<file path="config.mk">
export PLATFORM = sky130hd
export DESIGN_NAME = mccrf_ram
export DESIGN_NICKNAME = d
export VERILOG_FILES = /design/src/mccrf_ram.sv
export SDC_FILE = /design/constraint.sdc
export NUM_CORES = 1
export LEC_CHECK = 0
export BUFFER_PORTS_ARGS = -buffer_cell sky130_fd_sc_hd__buf_2
export CORE_MARGIN = 2
export CORE_UTILIZATION = 50
export CTS_BUF_LIST = sky130_fd_sc_hd__clkbuf_4 sky130_fd_sc_hd__clkbuf_8
export DETAILED_ROUTE_END_ITERATION = 10
export GPL_ROUTABILITY_DRIVEN = 0
export PLACE_DENSITY = 0.67
export SYNTH_ARGS = -nofsm -noshare
export SYNTH_HDL_FRONTEND = slang
export SYNTH_SLANG_ARGS = --single-unit
</file>
<file path="constraint.sdc">
create_clock -name clk -period 2.5 [get_ports clk]
set_clock_uncertainty 0.05 [all_clocks]
set_input_delay 0.5 -clock clk [delete_from_list [all_inputs] [get_ports clk]]
set_output_delay 0.5 -clock clk [all_outputs]
set_load 0.005 [all_outputs]
</file>
<file path="src/mccrf_ram.sv">
`timescale 1ns / 1ps

module mccrf_ram #(
	parameter int WIDTH = 8,
	parameter int DEPTH = 16
) (
	input  logic                                    clk,
	input  logic                                    wr_en,
	input  logic [((DEPTH > 1) ? $clog2(DEPTH) : 1)-1:0] wr_addr,
	input  logic [WIDTH-1:0]                        wr_data,
	input  logic                                    rd_en,
	input  logic [((DEPTH > 1) ? $clog2(DEPTH) : 1)-1:0] rd_addr,
	output logic [WIDTH-1:0]                        rd_data
);

	logic [WIDTH-1:0] mem_q [DEPTH];
	logic [WIDTH-1:0] rd_data_q;

	// One write port and one registered read port.
	always_ff @(posedge clk) begin
		if (wr_en) begin
			mem_q[wr_addr] <= wr_data;
		end
		if (rd_en) begin
			rd_data_q <= mem_q[rd_addr];
		end
	end

	assign rd_data = rd_data_q;

endmodule

</file>
# Word-level counts from Yosys, hierarchy flattened
# Memories as Yosys holds them, arrays and structs flattened. A register that Yosys moved wholly into a read port is not among the register bits.
# Cells that the tools add are included.
# W data, S select, Z words.
[word_totals]
ff_bits = 0
latchBits = 0
ramBits = 128
mem_bits_ro = 0
input_bits = 19
out_inout_bits = 8
word_cells = 3
mem_count = 1
[op_classes]
addsub = 0
multipliers = 0
div_mod_pow = 0
order_cmp = 0
n_eq_ne = 0
n_shift = 0
n_mux = 2
n_bitwise = 0
n_reduce_logical = 0
[memory_table]
columns = ["memory", "depth", "word_bits", "rd", "rd_clocked_by_memory_dff", "wr", "line_no", "source"]
rows = [
  ["mem_q", 16, 8, 1, 1, 1, "16", "logic [WIDTH-1:0] mem_q [DEPTH];"],
]
[ops]
columns = ["op", "count"]
rows = [
  ["$mux W1", 2],
]

# Depth between registers and ports, before layout
# Gate-level depths: netlist of the first run.
[logic_depth]
ltp_word = 2
mapped_depth = 5
depth_no_buf = 3

# Worst setup path after synthesis of the first run
# No wires, ideal clock.
[synth_path]
path_kind = "input port to flip-flop"
start = "in wr_addr[2] (netlist name)"
end = "mem mem_q[0][0], enable pin"
setup_time_ns = 0.383
arrival_time_ns = 1.610
required_ns = 2.067
slack_ns = 0.457
cell_stages = 2
path_buffers = 0
path_cell_list = "or3b_2 > nor3_1"
[synth_rtl]
columns = ["item", "line_no", "source"]
rows = [
  ["from (decl)", "9", "input logic [((DEPTH > 1) ? $clog2(DEPTH) : 1)-1:0] wr_addr,"],
  ["to (decl)", "16", ""],
]
# No word-level cell before the write port.

==> results of run 1 <==
==> per-stage QoR <==
step / utilization / worst slack (ns)
6_report: 0.5819 / 0.8212
5_1_grt: 0.5819 / 0.7860
4_1_cts: 0.5819 / 0.8174
3_5_place_dp: 0.5490 / 0.3521
3_3_place_gp: 0.5490 / 0.3818
2_1_floorplan: - / 0.4571
==> Yosys cell counts <==
| master | instances | area, sq um |
|---|---|---|
| nor2b_1 | 1 | 6.260 |
| a22oi_1 | 16 | 120.1 |
| nand3b_1 | 2 | 15.01 |
| buf_2 | 3 | 15.01 |
| and2b_1 | 1 | 7.510 |
| nand3_1 | 1 | 5.000 |
| buf_6 | 3 | 33.78 |
| nor3_1 | 4 | 20.02 |
| mux4_1 | 14 | 367.9 |
| nor2_1 | 13 | 48.80 |
| or3b_2 | 1 | 8.760 |
| edfxtp_1 | 136 | 4084 |
| and2_1 | 1 | 6.260 |
| clkdlybuf4s25_2 | 3 | 30.03 |
| mux4_2 | 18 | 405.4 |
| nand2_1 | 9 | 33.78 |
| nand2b_1 | 2 | 12.51 |
| buf_4 | 1 | 7.510 |
==> kinds of logic after synthesis <==
group,Yosys count,share of synthesized area
compound gates,16,0.02298
flops,136,0.7812
simple gates,35,0.03136
mux,32,0.1479
buf+inv,10,0.01651
==> worst max-delay path by stage <==
stage,from,endpoint,depth (start not counted)
finish,rd_addr[0],rd_data[5],5
global placement,rd_addr[0],rd_data[2],5
floorplan,wr_addr[2],mem_q[0][0],2
global route,rd_addr[0],rd_data[5],5
CTS,rd_addr[0],rd_data[5],5
detailed placement,rd_addr[0],rd_data[5],5
==> flip-flops by register name (all words and copies together), names as in the netlist <==
register,cells
mem_q,128
rd_data,8
==> power breakdown <==
group | switching, mW | total (mW) | internal, mW
clock | 0.750 | 1.53 | 0.778
sequential | 0.0145 | 2.58 | 2.57
combinational | 0.128 | 0.229 | 0.101
total | 0.893 | 4.34 | 3.45
==> layout make-up <==
cell class,instances,area (sq um)
timing repair buffer,46,305.3
fill,750,4278
multi-input combinational,83,1057
sequential,136,4084
clock buffer,19,249.0
tap,136,170.2
clock inverter,13,87.58
==> worst max-delay path: cells and delay by family <==
| kind | cells | cell delay (ns) |
|---|---|---|
| multiplexers | 1 | 0.59 |
| buffers and inverters | 2 | 0.34 |
| AO/OA/AOI/OAI | 1 | 0.25 |
| AND/OR/NAND/NOR | 1 | 0.09 |
==> cells in the final DEF (no fill, tap or decap) <==
cell	instances
and2b_1	1
bufinv_16	1
a22oi_1	16
mux4_1	14
clkinvlp_4	1
buf_4	18
mux4_2	18
nand3_1	1
nand2b_1	2
or3b_2	1
buf_2	26
nand2_1	9
clkbuf_8	17
clkinv_1	4
clkinv_2	7
nor2_1	13
nand3b_1	2
and2_1	1
nor2b_1	1
buf_12	2
clkbuf_4	2
nor3_1	4
edfxtp_1	136
==> per-layer routing <==
layer | track usage | share of wire | vias up
met5 | 0 | 0 | -
met4 | 0.07519 | 0.021 | 0
met3 | 0.05763 | 0.091 | 12
met2 | 0.2917 | 0.47 | 109
met1 | 0.2952 | 0.42 | 1254
li1 | - | - | 1088
==> flow_metrics.env, run 1 <==
export IMPL_status="finished clean"
export IMPL_r2r_end="rd_data[5]"
export IMPL_setup_viol=0
export IMPL_whs_path_depth=1
export IMPL_grt_pass1_wl_um=15340
export IMPL_period_minus_slack_ns=1.679
export IMPL_ir_worst_vdd_mv=0.3139
export IMPL_hold_class="input port to register"
export IMPL_crit_path_cell_trace="buf_2 -> buf_12 -> mux4_1 -> a22oi_1 -> nand2_1"
export IMPL_diodes=0
export IMPL_cp_data_arrival_time_ns=1.80
export IMPL_hold_end="mem_q[9][3]"
export IMPL_rsz0062_at_grt="no"
export IMPL_clk_path_buf_depth=2
export IMPL_worstMarginPinSlew_ns=0.4653
export IMPL_rows=37
export IMPL_die_height_um=106.3
export IMPL_worst_path_max_delay_cell="mux4_1"
export IMPL_tritoncts="built"
export IMPL_slowest_delay_ns=0.59
export IMPL_track_usage=0.2013
export IMPL_fin_nets=303
export IMPL_syn_avg_cell_area_sq_um=22.83
export IMPL_clk_pin_slew_ns=0.07
export IMPL_required_ns=2.62
export IMPL_ant_nets=0
export IMPL_clock_root_buffer="clkbuf_8"
export IMPL_drv_slew=0
export IMPL_cts_resized=0
export IMPL_drive_gt1_frac=0.3131
export IMPL_dpl_hpwl_um=6259
export IMPL_netlist_instances=229
export IMPL_io_buffers=26
export IMPL_p_per_area_nw_per_um2=728.9
export IMPL_worstSetupEndpointType="register"
export IMPL_pin_count=27
export IMPL_critPathLaunchType="input port"
export IMPL_grt_ovfl_total=0
export IMPL_drt_iter0_markers=222
export IMPL_worst_path_max_fanout=32
export IMPL_leakagePower_nw=2.004
export IMPL_routed_wl_um=10130
export IMPL_maxSlewHeadroom=0.6898
export IMPL_ff2ff_setup_slack_ns=0.97
export IMPL_r2r_start="mem_q[1][5]"
export IMPL_yosys_warnings=0
export IMPL_min_from="wr_data[3]"
export IMPL_antenna_found_initial=0
export IMPL_post_cts_buffers=0
export IMPL_r2r_cells=3
export IMPL_worstSetupPathType="input port to register"
export IMPL_coreArea_sq_um=10230
export IMPL_dr_pass1_iters=4
export IMPL_drc_errors=0
export IMPL_synth_area_sq_um=5228
export IMPL_ys_types=18
export IMPL_yosys_register_bits=136
export IMPL_numCtsBuffers=17
export IMPL_stdcell_area_sq_um=5953
export IMPL_die_area_sq_um=11290
export IMPL_synth_nets=248
export IMPL_fin_cells=433
export IMPL_finalPower_mw=4.339
export IMPL_cap_viol_max_count=0
export IMPL_max_freq_mhz=595.7
export IMPL_via_per_inst=5.688
export IMPL_place_area_sq_um=5617
export IMPL_htree_levels=4
export IMPL_cts_sinks=136
export IMPL_vias=2463
export IMPL_tns_ns=0
export IMPL_routedWlPerCell_um=23.39
export IMPL_timing_final_crit_share=0.6715
export IMPL_initial_core_util=0.5109
export IMPL_holdBufCountCts=0
export IMPL_dpl_cell_count=401
export IMPL_clk_latency_ns=0.43
export IMPL_grt_max_degree=33
export IMPL_hold_viol=0
export IMPL_hold_ws_ns=0.3835
export IMPL_die_w_um=106.3
export IMPL_yosysSeqAreaShare=0.7812
export IMPL_syn_to_final_growth_pct=13.88
export IMPL_grt_pass1_vias=2568
(Power assumes the default switching activity.)
==> run 2, diff against run 1 <==
--- a/config.mk
+++ b/config.mk
@@ -5,6 +5,7 @@
 export SDC_FILE = /design/constraint.sdc
 export NUM_CORES = 1
 export LEC_CHECK = 0
+export ABC_AREA = 1
 export BUFFER_PORTS_ARGS = -buffer_cell sky130_fd_sc_hd__buf_2
 export CORE_MARGIN = 2
 export CORE_UTILIZATION = 50
==> constraint.sdc (replaced) <==
create_clock -name clk -period 1.8 [get_ports clk]
set_clock_uncertainty 0.05 [all_clocks]
set_input_delay 0.36 -clock clk [delete_from_list [all_inputs] [get_ports clk]]
set_output_delay 0.36 -clock clk [all_outputs]
set_load 0.005 [all_outputs]
==> flow_metrics.env, run 2 <==
export IMPL_status="finished clean"
export IMPL_grt_max_degree=38
export IMPL_die_w_um=112.1
export IMPL_holdBufCountCts=0
export IMPL_netlist_top_cells_count="nand2_1 (173), edfxtp_1 (136), inv_1 (100), nand3_1 (97), nor2_1 (17)"
export IMPL_grt_busiest_layer="met2"
export IMPL_pwr_share_comb=0.067
export IMPL_synthTopCellsByArea="edfxtp_1 (70%), nand2_1 (11%), nand3_1 (8.3%)"
export IMPL_syn_to_final_growth_pct=12.78
export IMPL_ir_worst_vdd_mv=0.5277
export IMPL_timing_final_crit_share=0.7907
export IMPL_r2r_start="mem_q[6][0]"
export IMPL_grt_ovfl_total=0
export IMPL_drv_slew=0
export IMPL_cap_viol_max_count=0
export IMPL_p_per_area_nw_per_um2=988.5
export IMPL_dpl_hpwl_um=7812
export IMPL_netlist_instances=551
export IMPL_fin_cells=751
export IMPL_use_met3=0.05454
export IMPL_routedWlPerCell_um=17.12
export IMPL_grt_pass1_wl_um=20070
export IMPL_synth_top_area_share=0.6985
export IMPL_sw_frac_of_total=0.2168
export IMPL_rows=39
export IMPL_critPathTopFamily="flip-flops"
export IMPL_vias=3837
export IMPL_path_buf_inv=1
export IMPL_stdcell_area_sq_um=6594
export IMPL_clk_latency_ns=0.43
export IMPL_drive_gt1_frac=0.1332
export IMPL_worst_path_max_fanout=1
export IMPL_clk_pin_slew_ns=0.07
export IMPL_hold_ws_ns=0.2444
export IMPL_min_from="rd_en"
export IMPL_coreArea_sq_um=11420
export IMPL_clock_root_buffer="clkbuf_8"
export IMPL_synth_edf_count=136
export IMPL_hold_class="input port to register"
export IMPL_rsz0062_at_grt="no"
export IMPL_seqPwrFrac=0.550
export IMPL_slowest_delay_ns=0.43
export IMPL_met2_usage=0.3454
export IMPL_hold_viol=0
export IMPL_cts_resized=0
export IMPL_worstMarginPinSlew_ns=0.6371
export IMPL_grt_pass1_vias=3718
export IMPL_p_sw_mw=1.413
export IMPL_io_buffers=26
export IMPL_routed_wl_um=12850
export IMPL_dr_pass1_iters=5
export IMPL_syn_avg_cell_area_sq_um=10.61
export IMPL_dpl_cell_count=719
export IMPL_die_height_um=112.1
export IMPL_final_common_cell="nand2_1"
export IMPL_synth_most_common_cell="nand2_1"
export IMPL_via_per_inst=5.109
export IMPL_tns_ns=0
export IMPL_finalPower_mw=6.518
export IMPL_cts_sinks=136
export IMPL_htree_levels=4
export IMPL_power_share_clock=0.384
export IMPL_globalRouteMet1Util=0.2904
export IMPL_tritoncts="built"
export IMPL_synth_nets=570
export IMPL_post_cts_buffers=0
export IMPL_antenna_found_initial=0
export IMPL_critPathLaunchType="register"
export IMPL_fin_nets=614
export IMPL_crit_path_cell_trace="buf_2"
export IMPL_max_freq_mhz=702.6
export IMPL_yosys_area_top_type="edfxtp_1"
export IMPL_period_minus_slack_ns=1.423
export IMPL_synth_area_sq_um=5847
export IMPL_initial_core_util=0.5121
export IMPL_fillCellCount=987
export IMPL_cp_startpoint="rd_data[5]"
export IMPL_worstSetupEndpointType="output pin"
export IMPL_p_int_mw=5.105
export IMPL_final_cell_mix="nand2_1 (173), edfxtp_1 (136), inv_1 (100)"
export IMPL_pin_count=27
export IMPL_regMostFlops="mem_q"
export IMPL_largest_reg_flops=128
export IMPL_ys_types=11
export IMPL_worstSetupPathType="register to output pin"
export IMPL_required_ns=1.39
export IMPL_async_flop_share=0
export IMPL_place_area_sq_um=6200
export IMPL_yosys_register_bits=136
export IMPL_numCtsBuffers=17
export IMPL_yosys_warnings=0
export IMPL_drc_errors=0
export IMPL_yosysSeqAreaShare=0.6985
export IMPL_ant_nets=0
export IMPL_worst_path_max_delay_cell="edfxtp_1"
export IMPL_drt_iter0_markers=284
export IMPL_die_area_sq_um=12570
export IMPL_leakagePower_nw=2.870
export IMPL_setup_viol=0
export IMPL_track_usage=0.2155
export IMPL_diodes=0
export IMPL_maxSlewHeadroom=0.5747
export IMPL_cp_data_arrival_time_ns=1.01
export IMPL_clk_path_buf_depth=2
export IMPL_ys_flop_type="edfxtp_1"
## run 2: cell types whose count changed in the layout (fill, tap and decap cells not counted), moves of 14 or more
| cell | before | now |
|---|---|---|
| nand3_1 | 1 | 97 |
| a22oi_1 | 16 | 0 |
| inv_1 | 0 | 100 |
| mux4_2 | 18 | 0 |
| mux4_1 | 14 | 0 |
| nand2_1 | 9 | 173 |
## run 2: area by class of cell
cell class / count / area, sq um / area share
clock inverters: 11 / 130.1 / 0.01973
clock buffers: 21 / 264.0 / 0.04004
multi-input cells: 289 / 1214 / 0.1841
repair buffers: 49 / 340.3 / 0.05161
flip-flops and latches: 136 / 4084 / 0.6194
inverters: 102 / 382.9 / 0.05806
well taps: 143 / 178.9 / 0.02713
## run 2: worst paths after layout
check	cells past startpoint	slack, ns	to
setup / recovery	1	0.38	rd_data[5]
setup reg to reg	6	0.55	rd_data[0]
hold / removal	1	0.24	rd_data[2]
hold reg to reg	6	0.71	rd_data[3]
## run 2: stage by stage
step | setup WS [ns] | utilization
final | 0.3767 | 0.5775
after global routing | 0.3347 | 0.5775
after CTS | 0.3495 | 0.5775
after detailed placement | 0.1191 | 0.5430
after global placement | 0.1687 | 0.5430
after floorplan | 0.4392 | -
## run 2: worst reg2reg max path, stage by stage (launching register included)
cell and delay, ns:
edfxtp_1 0.36, inv_1 0.07, nand2_1 0.06, nand3_1 0.08, nand3_1 0.14, nand3_1 0.15
nand2_1 0.09
## run 2: kinds of logic (layout without fill, tap and decap cells)
| family | after synthesis | count (layout) | synth area share |
|---|---|---|---|
| simple gates | 289 | 289 | 0.2076 |
| buf+inv | 126 | 183 | 0.09394 |
| flops | 136 | 136 | 0.6985 |
## run 2: power by group through the flow
stage                     Clock, mW  Sequential [mW]  Combinational [mW]
after floorplan                   0             3.65               0.250
after CTS                      2.53             3.58               0.435
after detailed placement          0             3.65               0.433
after global routing           2.66             3.59               0.484
final                          2.50             3.58               0.434
after global placement            0             3.65               0.422
## run 2: routing by layer
metal	vias to the layer above	share of wire
li1	1867	-
met4	0	0.012
met5	-	0
met2	157	0.49
met1	1803	0.42
met3	10	0.073
