[src/mccrf_pkg.sv]
`timescale 1ns / 1ps

package mccrf_pkg;

	// Table geometry.
	localparam int CHANNELS    = 16;
	localparam int CONTROLLERS = 128;
	localparam int LIFE_BITS   = 16;
	localparam int ENTRIES     = CHANNELS * CONTROLLERS;
	localparam int ADDR_W      = (ENTRIES > 1) ? $clog2(ENTRIES) : 1;

	// Largest life count, held in 32 bits so that a full-width life still fits.
	localparam logic [31:0] LIFE_MAX_32 = 32'((64'd1 << LIFE_BITS) - 64'd1);

	// Register reset value.
	localparam logic [15:0] TIMEOUT_RESET = 16'd1000;

	// Command codes.
	localparam logic [1:0] CMD_MESSAGE = 2'd0;
	localparam logic [1:0] CMD_TICK    = 2'd1;
	localparam logic [1:0] CMD_CLEAR   = 2'd2;

	// Status byte decoding.
	localparam logic [7:0] TYPE_MASK = 8'hf0;
	localparam logic [7:0] CHAN_MASK = 8'h0f;
	localparam logic [7:0] CC_TYPE   = 8'hb0;

	// One table entry.
	typedef struct packed {
		logic                 valid;
		logic [6:0]           value;
		logic [LIFE_BITS-1:0] life;
	} entry_t;

	localparam int ENTRY_W = $bits(entry_t);

	// Table RAM access from the controller.
	typedef struct packed {
		logic              rd_en;
		logic [ADDR_W-1:0] rd_addr;
		logic              wr_en;
		logic [ADDR_W-1:0] wr_addr;
		entry_t            wr_data;
	} mem_req_t;

	// Result word handed to the output register.
	typedef struct packed {
		logic valid;
		logic is_repeat;
	} res_t;

	// Life loaded into an entry: the timeout, saturated to the life field.
	function automatic logic [LIFE_BITS-1:0] load_life(input logic [15:0] t);
		logic [31:0] t32;
		t32 = 32'(t);
		if (t32 > LIFE_MAX_32) begin
			return LIFE_BITS'(LIFE_MAX_32);
		end
		return LIFE_BITS'(t32);
	endfunction

endpackage

[src/mccrf_in_if.sv]
`timescale 1ns / 1ps

interface mccrf_in_if;
	logic       valid;
	logic       ready;
	logic [1:0] cmd;
	logic [7:0] status_byte;
	logic [6:0] controller_number;
	logic [6:0] controller_value;

	modport source (
		output valid, cmd, status_byte, controller_number, controller_value,
		input  ready
	);

	modport sink (
		input  valid, cmd, status_byte, controller_number, controller_value,
		output ready
	);
endinterface

[src/mccrf_ctrl.sv]
`timescale 1ns / 1ps

module mccrf_ctrl (
	input  logic              clk,
	input  logic              arst_n,
	mccrf_in_if.sink          req,
	input  logic              slot_free,
	input  logic [15:0]       timeout,
	input  mccrf_pkg::entry_t rd_entry,
	output mccrf_pkg::mem_req_t mem,
	output mccrf_pkg::res_t   res
);

	import mccrf_pkg::*;

	typedef enum logic [1:0] {
		ST_IDLE,
		ST_LOOKUP,
		ST_TICK,
		ST_CLEAR
	} state_t;

	state_t            state_q;
	logic [ADDR_W-1:0] sweep_q;
	logic [ADDR_W-1:0] idx_s1;
	logic [6:0]        value_s1;

	logic              accept;
	logic              is_cc;
	logic              in_range;
	logic              do_lookup;
	logic [ADDR_W-1:0] idx_in;
	logic              sweep_last;
	logic              hit;
	entry_t            aged;

	// Decode of the incoming word.
	always_comb begin
		accept   = req.valid && req.ready;
		is_cc    = (req.status_byte & TYPE_MASK) == CC_TYPE;
		in_range = (32'(req.status_byte & CHAN_MASK) < 32'(CHANNELS))
			&& (32'(req.controller_number) < 32'(CONTROLLERS));
		do_lookup = is_cc && in_range;
		idx_in = ADDR_W'(32'(req.status_byte & CHAN_MASK) * 32'(CONTROLLERS)
			+ 32'(req.controller_number));
	end

	assign req.ready  = (state_q == ST_IDLE) && slot_free;
	assign sweep_last = sweep_q == ADDR_W'(ENTRIES - 1);
	assign hit        = rd_entry.valid && (rd_entry.value == value_s1);

	// Ageing of one entry during a tick sweep.
	always_comb begin
		aged = rd_entry;
		if (rd_entry.valid && (rd_entry.life != '0)) begin
			aged.life = rd_entry.life - LIFE_BITS'(1);
			if (aged.life == '0) begin
				aged.valid = 1'b0;
			end
		end
	end

	// Table accesses and result for the current state.
	always_comb begin
		mem = '0;
		res = '0;
		unique case (state_q)
			ST_IDLE: begin
				if (accept) begin
					res.valid = 1'b1;
					unique case (req.cmd)
						CMD_MESSAGE: begin
							if (do_lookup) begin
								mem.rd_en   = 1'b1;
								mem.rd_addr = idx_in;
								res.valid   = 1'b0;
							end
						end
						CMD_TICK: begin
							mem.rd_en   = 1'b1;
							mem.rd_addr = '0;
						end
						default: begin
						end
					endcase
				end
			end
			ST_LOOKUP: begin
				mem.wr_en         = 1'b1;
				mem.wr_addr       = idx_s1;
				mem.wr_data.valid = 1'b1;
				mem.wr_data.value = value_s1;
				mem.wr_data.life  = load_life(timeout);
				res.valid         = 1'b1;
				res.is_repeat     = hit;
			end
			ST_TICK: begin
				mem.wr_en   = 1'b1;
				mem.wr_addr = sweep_q;
				mem.wr_data = aged;
				if (!sweep_last) begin
					mem.rd_en   = 1'b1;
					mem.rd_addr = sweep_q + ADDR_W'(1);
				end
			end
			ST_CLEAR: begin
				mem.wr_en   = 1'b1;
				mem.wr_addr = sweep_q;
				mem.wr_data = '0;
			end
			default: begin
			end
		endcase
	end

	// Sequencer: reset starts a clearing pass over the whole table.
	always_ff @(posedge clk or negedge arst_n) begin
		if (!arst_n) begin
			state_q  <= ST_CLEAR;
			sweep_q  <= '0;
			idx_s1   <= '0;
			value_s1 <= '0;
		end else begin
			unique case (state_q)
				ST_IDLE: begin
					if (accept) begin
						unique case (req.cmd)
							CMD_MESSAGE: begin
								if (do_lookup) begin
									state_q  <= ST_LOOKUP;
									idx_s1   <= idx_in;
									value_s1 <= req.controller_value;
								end
							end
							CMD_TICK: begin
								state_q <= ST_TICK;
								sweep_q <= '0;
							end
							CMD_CLEAR: begin
								state_q <= ST_CLEAR;
								sweep_q <= '0;
							end
							default: begin
							end
						endcase
					end
				end
				ST_LOOKUP: begin
					state_q <= ST_IDLE;
				end
				ST_TICK, ST_CLEAR: begin
					if (sweep_last) begin
						state_q <= ST_IDLE;
					end else begin
						sweep_q <= sweep_q + ADDR_W'(1);
					end
				end
				default: begin
					state_q <= ST_IDLE;
				end
			endcase
		end
	end

	// The read and the write of one cycle never meet on the same entry.
	assert property (@(posedge clk) disable iff (!arst_n)
		(mem.rd_en && mem.wr_en) |-> (mem.rd_addr != mem.wr_addr))
		else $error("table read and write collide on one entry");

	// A lookup finishes in the following cycle.
	assert property (@(posedge clk) disable iff (!arst_n)
		(state_q == ST_LOOKUP) |=> (state_q == ST_IDLE))
		else $error("lookup did not return to idle");

	// No write-back is pending while a new word can be taken.
	assert property (@(posedge clk) disable iff (!arst_n)
		req.ready |-> !mem.wr_en)
		else $error("table written while accepting a word");

endmodule
[src/flat_wrapper.sv]
// flat-port wrapper written by rule: the top's interface ports become plain ports
module mccrf_ctrl_flat import mccrf_pkg::*;
  (clk, arst_n, slot_free, timeout, rd_entry, mem, res, req_valid, req_cmd, req_status_byte, req_controller_number, req_controller_value, req_ready);
  mccrf_in_if req_i ();
  input  logic clk;
  input  logic arst_n;
  input  logic slot_free;
  input  logic [15:0] timeout;
  input  mccrf_pkg::entry_t rd_entry;
  output mccrf_pkg::mem_req_t mem;
  output mccrf_pkg::res_t res;
  input wire logic [$bits(req_i.valid)-1:0] req_valid;
  input wire logic [$bits(req_i.cmd)-1:0] req_cmd;
  input wire logic [$bits(req_i.status_byte)-1:0] req_status_byte;
  input wire logic [$bits(req_i.controller_number)-1:0] req_controller_number;
  input wire logic [$bits(req_i.controller_value)-1:0] req_controller_value;
  output wire logic [$bits(req_i.ready)-1:0] req_ready;
  assign req_i.valid = req_valid;
  assign req_i.cmd = req_cmd;
  assign req_i.status_byte = req_status_byte;
  assign req_i.controller_number = req_controller_number;
  assign req_i.controller_value = req_controller_value;
  assign req_ready = req_i.ready;
  mccrf_ctrl u_core (.clk(clk), .arst_n(arst_n), .req(req_i), .slot_free(slot_free), .timeout(timeout), .rd_entry(rd_entry), .mem(mem), .res(res));
endmodule
[config.mk]
export PLATFORM = sky130hd
export DESIGN_NAME = mccrf_ctrl_flat
export DESIGN_NICKNAME = d
export VERILOG_FILES = /design/src/mccrf_pkg.sv /design/src/mccrf_in_if.sv /design/src/mccrf_ctrl.sv /design/src/flat_wrapper.sv
export SDC_FILE = /design/constraint.sdc
export NUM_CORES = 1
export LEC_CHECK = 0
export BUFFER_PORTS_ARGS = -buffer_cell sky130_fd_sc_hd__buf_2
export CORE_MARGIN = 1.5
export CORE_UTILIZATION = 45
export DETAILED_ROUTE_END_ITERATION = 10
export PLACE_DENSITY = 0.81
export SLEW_MARGIN = 0
export SYNTH_ARGS = -nofsm -noshare
export SYNTH_HDL_FRONTEND = slang
export SYNTH_SLANG_ARGS = --single-unit
export TNS_END_PERCENT = 30
[constraint.sdc]
create_clock -name clk -period 2.1 [get_ports clk]
set_input_delay 0.105 -clock clk [delete_from_list [all_inputs] [get_ports clk]]
set_output_delay 0.105 -clock clk [all_outputs]
set_load 0.03 [all_outputs]
# Word level (Yosys, flattened, before mapping)
# Index checks and enable logic that the tools add are counted.
# totals
n_memories	0
rom_bits	0
wordCells	60
latchBits	0
register_bits	31
ram_bits	0
inputBits	68
output_inout_bits	51
# classes
eq_ne	14
shift	0
muxes	23
addsub	3
div_mod_pow	0
n_mul	0
n_lt_le_gt_ge	1
reduce_logical	15
bitwise_logic	0
# ops
operator	count
$pmux W36 S3	1
$pmux W12 S2	2
$mux W12	3
$mux W11	3
$pmux W11 S2	1
$logic_not A16 Y1	1
$mux W16	1
$reduce_bool A16 Y1	1
$sub A16 B1 Y16 const B	1
$pmux W2 S3	2
$reduce_and A4 Y1	3
$add A11 B1 Y11 const B	1
$add A11 B7 Y11	1
$eq A11 B11 Y1 const B	1
$eq A7 B7 Y1	1
$eq A2 B2 Y1 const B	3
$mux W1	6
$mux W2	3
$logic_and A1 B1 Y1	5
$lt A4 B5 Y1 const B	1
$eq A2 B1 Y1 const B	2
$eq A4 B4 Y1 const B	1
$logic_not A2 Y1	2
$ne A2 B1 Y1 const B	2
other kinds (6)	8

# Logic depth before layout (Yosys ltp)
# logic_depth
word_depth	6
depth_mapped	9
ltp_nobuf	7

# Least setup slack after synthesis
# OpenSTA, ideal clock, no wires.
# synth_path
kind	input -> output
startpoint	in rd_entry[0] (netlist bit)
endpoint	out mem[0] (netlist bit)
t_required_ns	1.995
setup_slack_ns	-0.304
stages	8
arrival_time_ns	2.299
cell_sequence	clkbuf_1 inv_1 ha_1 or3b_2 nor2_1 a31oi_1 xnor2_1 o21ai_0
# synth_lines
element	line_no	rtl
start, declared	flat_wrapper.sv:9	input mccrf_pkg::entry_t rd_entry;
end, declared	flat_wrapper.sv:10	output mccrf_pkg::mem_req_t mem;

==> impl_metrics.json <==
{
  "dr.max_layer_used": "met4",
  "path_class": "primary input to primary output",
  "max-clock-path-buffers": 2,
  "grt_pass1_wl_um": 13000,
  "yosys_register_bits": 31,
  "power.static_leakage_nw": 1.91,
  "intPower_mw": 1.40,
  "tightestPinTransition_ns": 0.710,
  "nets": 584,
  "fmaxAchievable_mhz": 483,
  "yosysWarnings": 0,
  "met3WireLength_um": 503,
  "cts.sinks": 31,
  "finClkSkew_ns": 0.00903,
  "async_reset_ff_share_pct": 100,
  "boundaryPins": 119,
  "initial_utilization_pct": 46.7,
  "drt-total-wl_um": 8580,
  "grt_setup_unrepaired": "true",
  "hold_viol_final": 0,
  "cp.required_ns": 2.00,
  "cts.htree.levels": 2,
  "route.antenna.remaining_nets": 0,
  "antenna_violations_before_repair": 0,
  "drc": 0,
  "end_kind": "primary output",
  "routed-wl-met2_um": 4050,
  "slowest_delay_ns": 0.55,
  "fin_setup_tns_ns": 0,
  "placedCellCount": 569,
  "setup_viol_count_final": 0,
  "wl_met1_um": 3820,
  "clock_power_share_pct": 26.9,
  "row_count": 28,
  "fin_cells": 585,
  "power_frac_comb_pct": 40.5,
  "regToRegEndpoint": "u_core.sweep_q[0]",
  "detailroute.via_count": 3202,
  "critical_path_peak_fanout": 8,
  "routedWlPerCell_um": 14.7,
  "postSynthNetCount": 444,
  "critPathArrivalTime_ns": 1.97,
  "post_synth_num_cell_types": 61,
  "final_area_mm2": 0.00387,
  "holdCritPathClass": "primary input to register",
  "port_buffers": 118,
  "netSwitchingFraction_pct": 38.2,
  "cp_depth": 8,
  "critical_path_cell_sequence": "buf_2 > buf_4 > or4_4 > nor3b_2 > o21ai_1 > a2111oi_2 > a41oi_1 > buf_4",
  "area_growth_pct": 38.9,
  "worstSetupStartpoint": "rd_entry[0]",
  "worst_setup_path_start_kind": "primary input",
  "setup.worst_path.end": "mem[23]",
  "slew-limit-headroom_pct": 52.7,
  "dieWidth_um": 81.7,
  "cp_top_family": "simple AND/OR/NAND/NOR gates",
  "synth_cells": 369,
  "grt_pass1_vias": 2792,
  "r2r-start": "u_core.sweep_q[0]",
  "dp.final_hpwl_um": 6460,
  "status": "complete, no violations",
  "core-area_mm2": 0.00596,
  "clockRootBuffer": "sky130_fd_sc_hd__clkbuf_8",
  "worst_case_reg_to_reg_path_depth": 7,
  "timing.critical_path.slowest_stage_cell": "sky130_fd_sc_hd__or4_4",
  "worst_setup_hold_path_clk_slew_ns": 0.06,
  "layout_cells_sized_above_1_pct": 37.6,
  "globalRoute.totalOverflow": 0,
  "peakVddDrop_mv": 0.692,
  "placement.cell_area_mm2": 0.00359,
  "synth_enable_flop_cells": 0,
  "clk_latency_ns": 0.28,
  "finalWeightedCongestion": 0.960,
  "avg_inst_size_synth_um2": 7.54,
  "finalCritPeriodShare_pct": 98.6,
  "finalCriticalPeriod_ns": 2.07,
  "syn-cell-area_mm2": 0.00278,
  "grt.total_usage_pct": 25.1,
  "report.final.slew_viol_count": 0,
  "tritonroute_pass_1_iters": 5,
  "postLayoutCoreUtil_pct": 64.9,
  "powerDensity_mw_per_mm2": 588,
  "timing.critical_path.mode_cell": "sky130_fd_sc_hd__buf_4",
  "cts-buffers-inserted": 5,
  "grt_start_max_net_pins": 32,
  "p_seq_share_pct": 32.7,
  "p_switching_mw": 0.869,
  "rrSetupSlack_ns": 0.21,
  "initialDrtViolationCount": 276,
  "post-route-worst-setup-slack_ns": 0.0295,
  "placement.setup.worst_slack_ns": -0.00492,
  "die_h_um": 81.7,
  "tritoncts": "built",
  "maxCapViolations": 0,
  "worst-path-buf-inv": 3,
  "avgViaCountPerCell": 5.47,
  "synth-seq-area-share_pct": 28.0,
  "fp.dieArea_mm2": 0.00667,
  "insertedDiodeCount": 0,
  "yosys_most_used_dff": "sky130_fd_sc_hd__dfrtp_1"
}
-- layout make-up --
| cell class | instances | area, um^2 |
|---|---|---|
| Clock buffer | 6 | 82.6 |
| Sequential cell | 31 | 778 |
| Tap cell | 75 | 93.8 |
| Multi-Input combinational cell | 306 | 1940 |
| Timing Repair Buffer | 155 | 902 |
| Clock inverter | 2 | 35.0 |
| Inverter | 10 | 37.5 |
| Fill cell | 526 | 2090 |
-- worst min-delay path, stage by stage --
cell	delay [ns]
sky130_fd_sc_hd__buf_2	0.07
sky130_fd_sc_hd__nand2_1	0.04
sky130_fd_sc_hd__nand2_1	0.05
-- synth_stat cells (7+ instances only) --
cell,count,share of area [%]
sky130_fd_sc_hd__inv_1,9,1.2
sky130_fd_sc_hd__xnor2_1,21,6.6
sky130_fd_sc_hd__nor3_1,12,2.2
sky130_fd_sc_hd__xor2_1,10,3.1
sky130_fd_sc_hd__dfrtp_1,29,26
sky130_fd_sc_hd__clkbuf_1,12,1.6
sky130_fd_sc_hd__nor2_1,14,1.9
sky130_fd_sc_hd__a21oi_1,17,3.1
sky130_fd_sc_hd__o21ai_0,21,3.8
sky130_fd_sc_hd__ha_1,7,3.1
sky130_fd_sc_hd__nand2_1,108,15
sky130_fd_sc_hd__a22o_1,19,6.0
sky130_fd_sc_hd__nand4_1,8,1.8
-- through the flow --
step | total power [mW] | hold WS, ns
final | 2.27 | 0.0141
after global routing | 2.41 | 0.0106
after CTS | 2.23 | 0.00873
after detailed placement | 1.60 | 0.187
after global placement | 1.59 | 0.179
after floorplan | 1.30 | -0.191
-- layer usage --
metal,up-vias,track usage (%)
li1,1586,-
met1,1465,32.8
met2,129,42.0
met3,22,3.67
met4,0,9.15
met5,-,0
-- power by group through the flow --
stage,clock [mW],combinational (mW),sequential [mW]
after floorplan,0,0.590,0.714
after global placement,0,0.837,0.749
after detailed placement,0,0.849,0.754
after CTS,0.619,0.873,0.742
after global routing,0.652,1.00,0.751
final,0.611,0.920,0.743
-- worst min-delay path by stage --
stage / from / end / slack (ns) / cells after the start
after CTS: req_controller_value[5] / u_core.value_s1[5] / 0.009 / 3
after global routing: req_controller_value[6] / u_core.value_s1[6] / 0.01 / 3
final: req_controller_value[5] / u_core.value_s1[5] / 0.01 / 3
after global placement: arst_n / u_core.idx_s1[1] / 0.18 / 1
after floorplan: arst_n / u_core.idx_s1[0] / -0.19 / 0
after detailed placement: arst_n / u_core.idx_s1[3] / 0.19 / 1
-- cell families after synthesis --
family                     after synthesis  synth area share, %
muxes                                    2                0.719
xor gates and xnor gates                31                 9.75
AOI/OAI and AO/OA                       90                 22.5
DFF                                     31                 28.0
buffers and inverters                   33                 5.71
and+or+nand+nor                        175                 30.2
adders and majority gates                7                 3.15
-- layout by cell type, fill, tap and decap left out, drive strengths merged, types with 2 or more instances in the layout --
| master | n |
|---|---|
| buf | 152 |
| nand2 | 108 |
| dfrtp | 29 |
| o21ai | 23 |
| xnor2 | 21 |
| a22o | 19 |
| a21oi | 17 |
| nor2 | 14 |
| nor3 | 13 |
| xor2 | 10 |
| inv | 9 |
| nand4 | 8 |
| clkbuf | 8 |
| ha | 7 |
| o211ai | 6 |
| nand3 | 6 |
| and2 | 4 |
| or3 | 4 |
| or4 | 3 |
| o2111ai | 3 |
| nor4 | 3 |
| nor3b | 3 |
| a2111oi | 3 |
| and4 | 2 |
| o41a | 2 |
| a31oi | 2 |
| o21bai | 2 |
| mux2i | 2 |
| o22a | 2 |
| dfstp | 2 |
| nor2b | 2 |
| clkinv | 2 |
-- state kept, by name, summed over array words and instances (netlist names) --
name and cells:
u_core.idx_s1 11, u_core.state_q 2, u_core.value_s1 7, u_core.sweep_q 11
-- repair_timing --
| item | 4_1_cts | 5_1_grt |
|---|---|---|
| pin swaps | 3 | 10 |
| setup endpoints to repair | 11 | 33 |
| gates cloned | 1 | 0 |
| hold buffers | 1 | 0 |
| setup buffers | 3 | 3 |
| endpoints found under the hold margin | 29 | 0 |
| gates resized for setup | 2 | 31 |
Power figures use the tool's default switching activity.
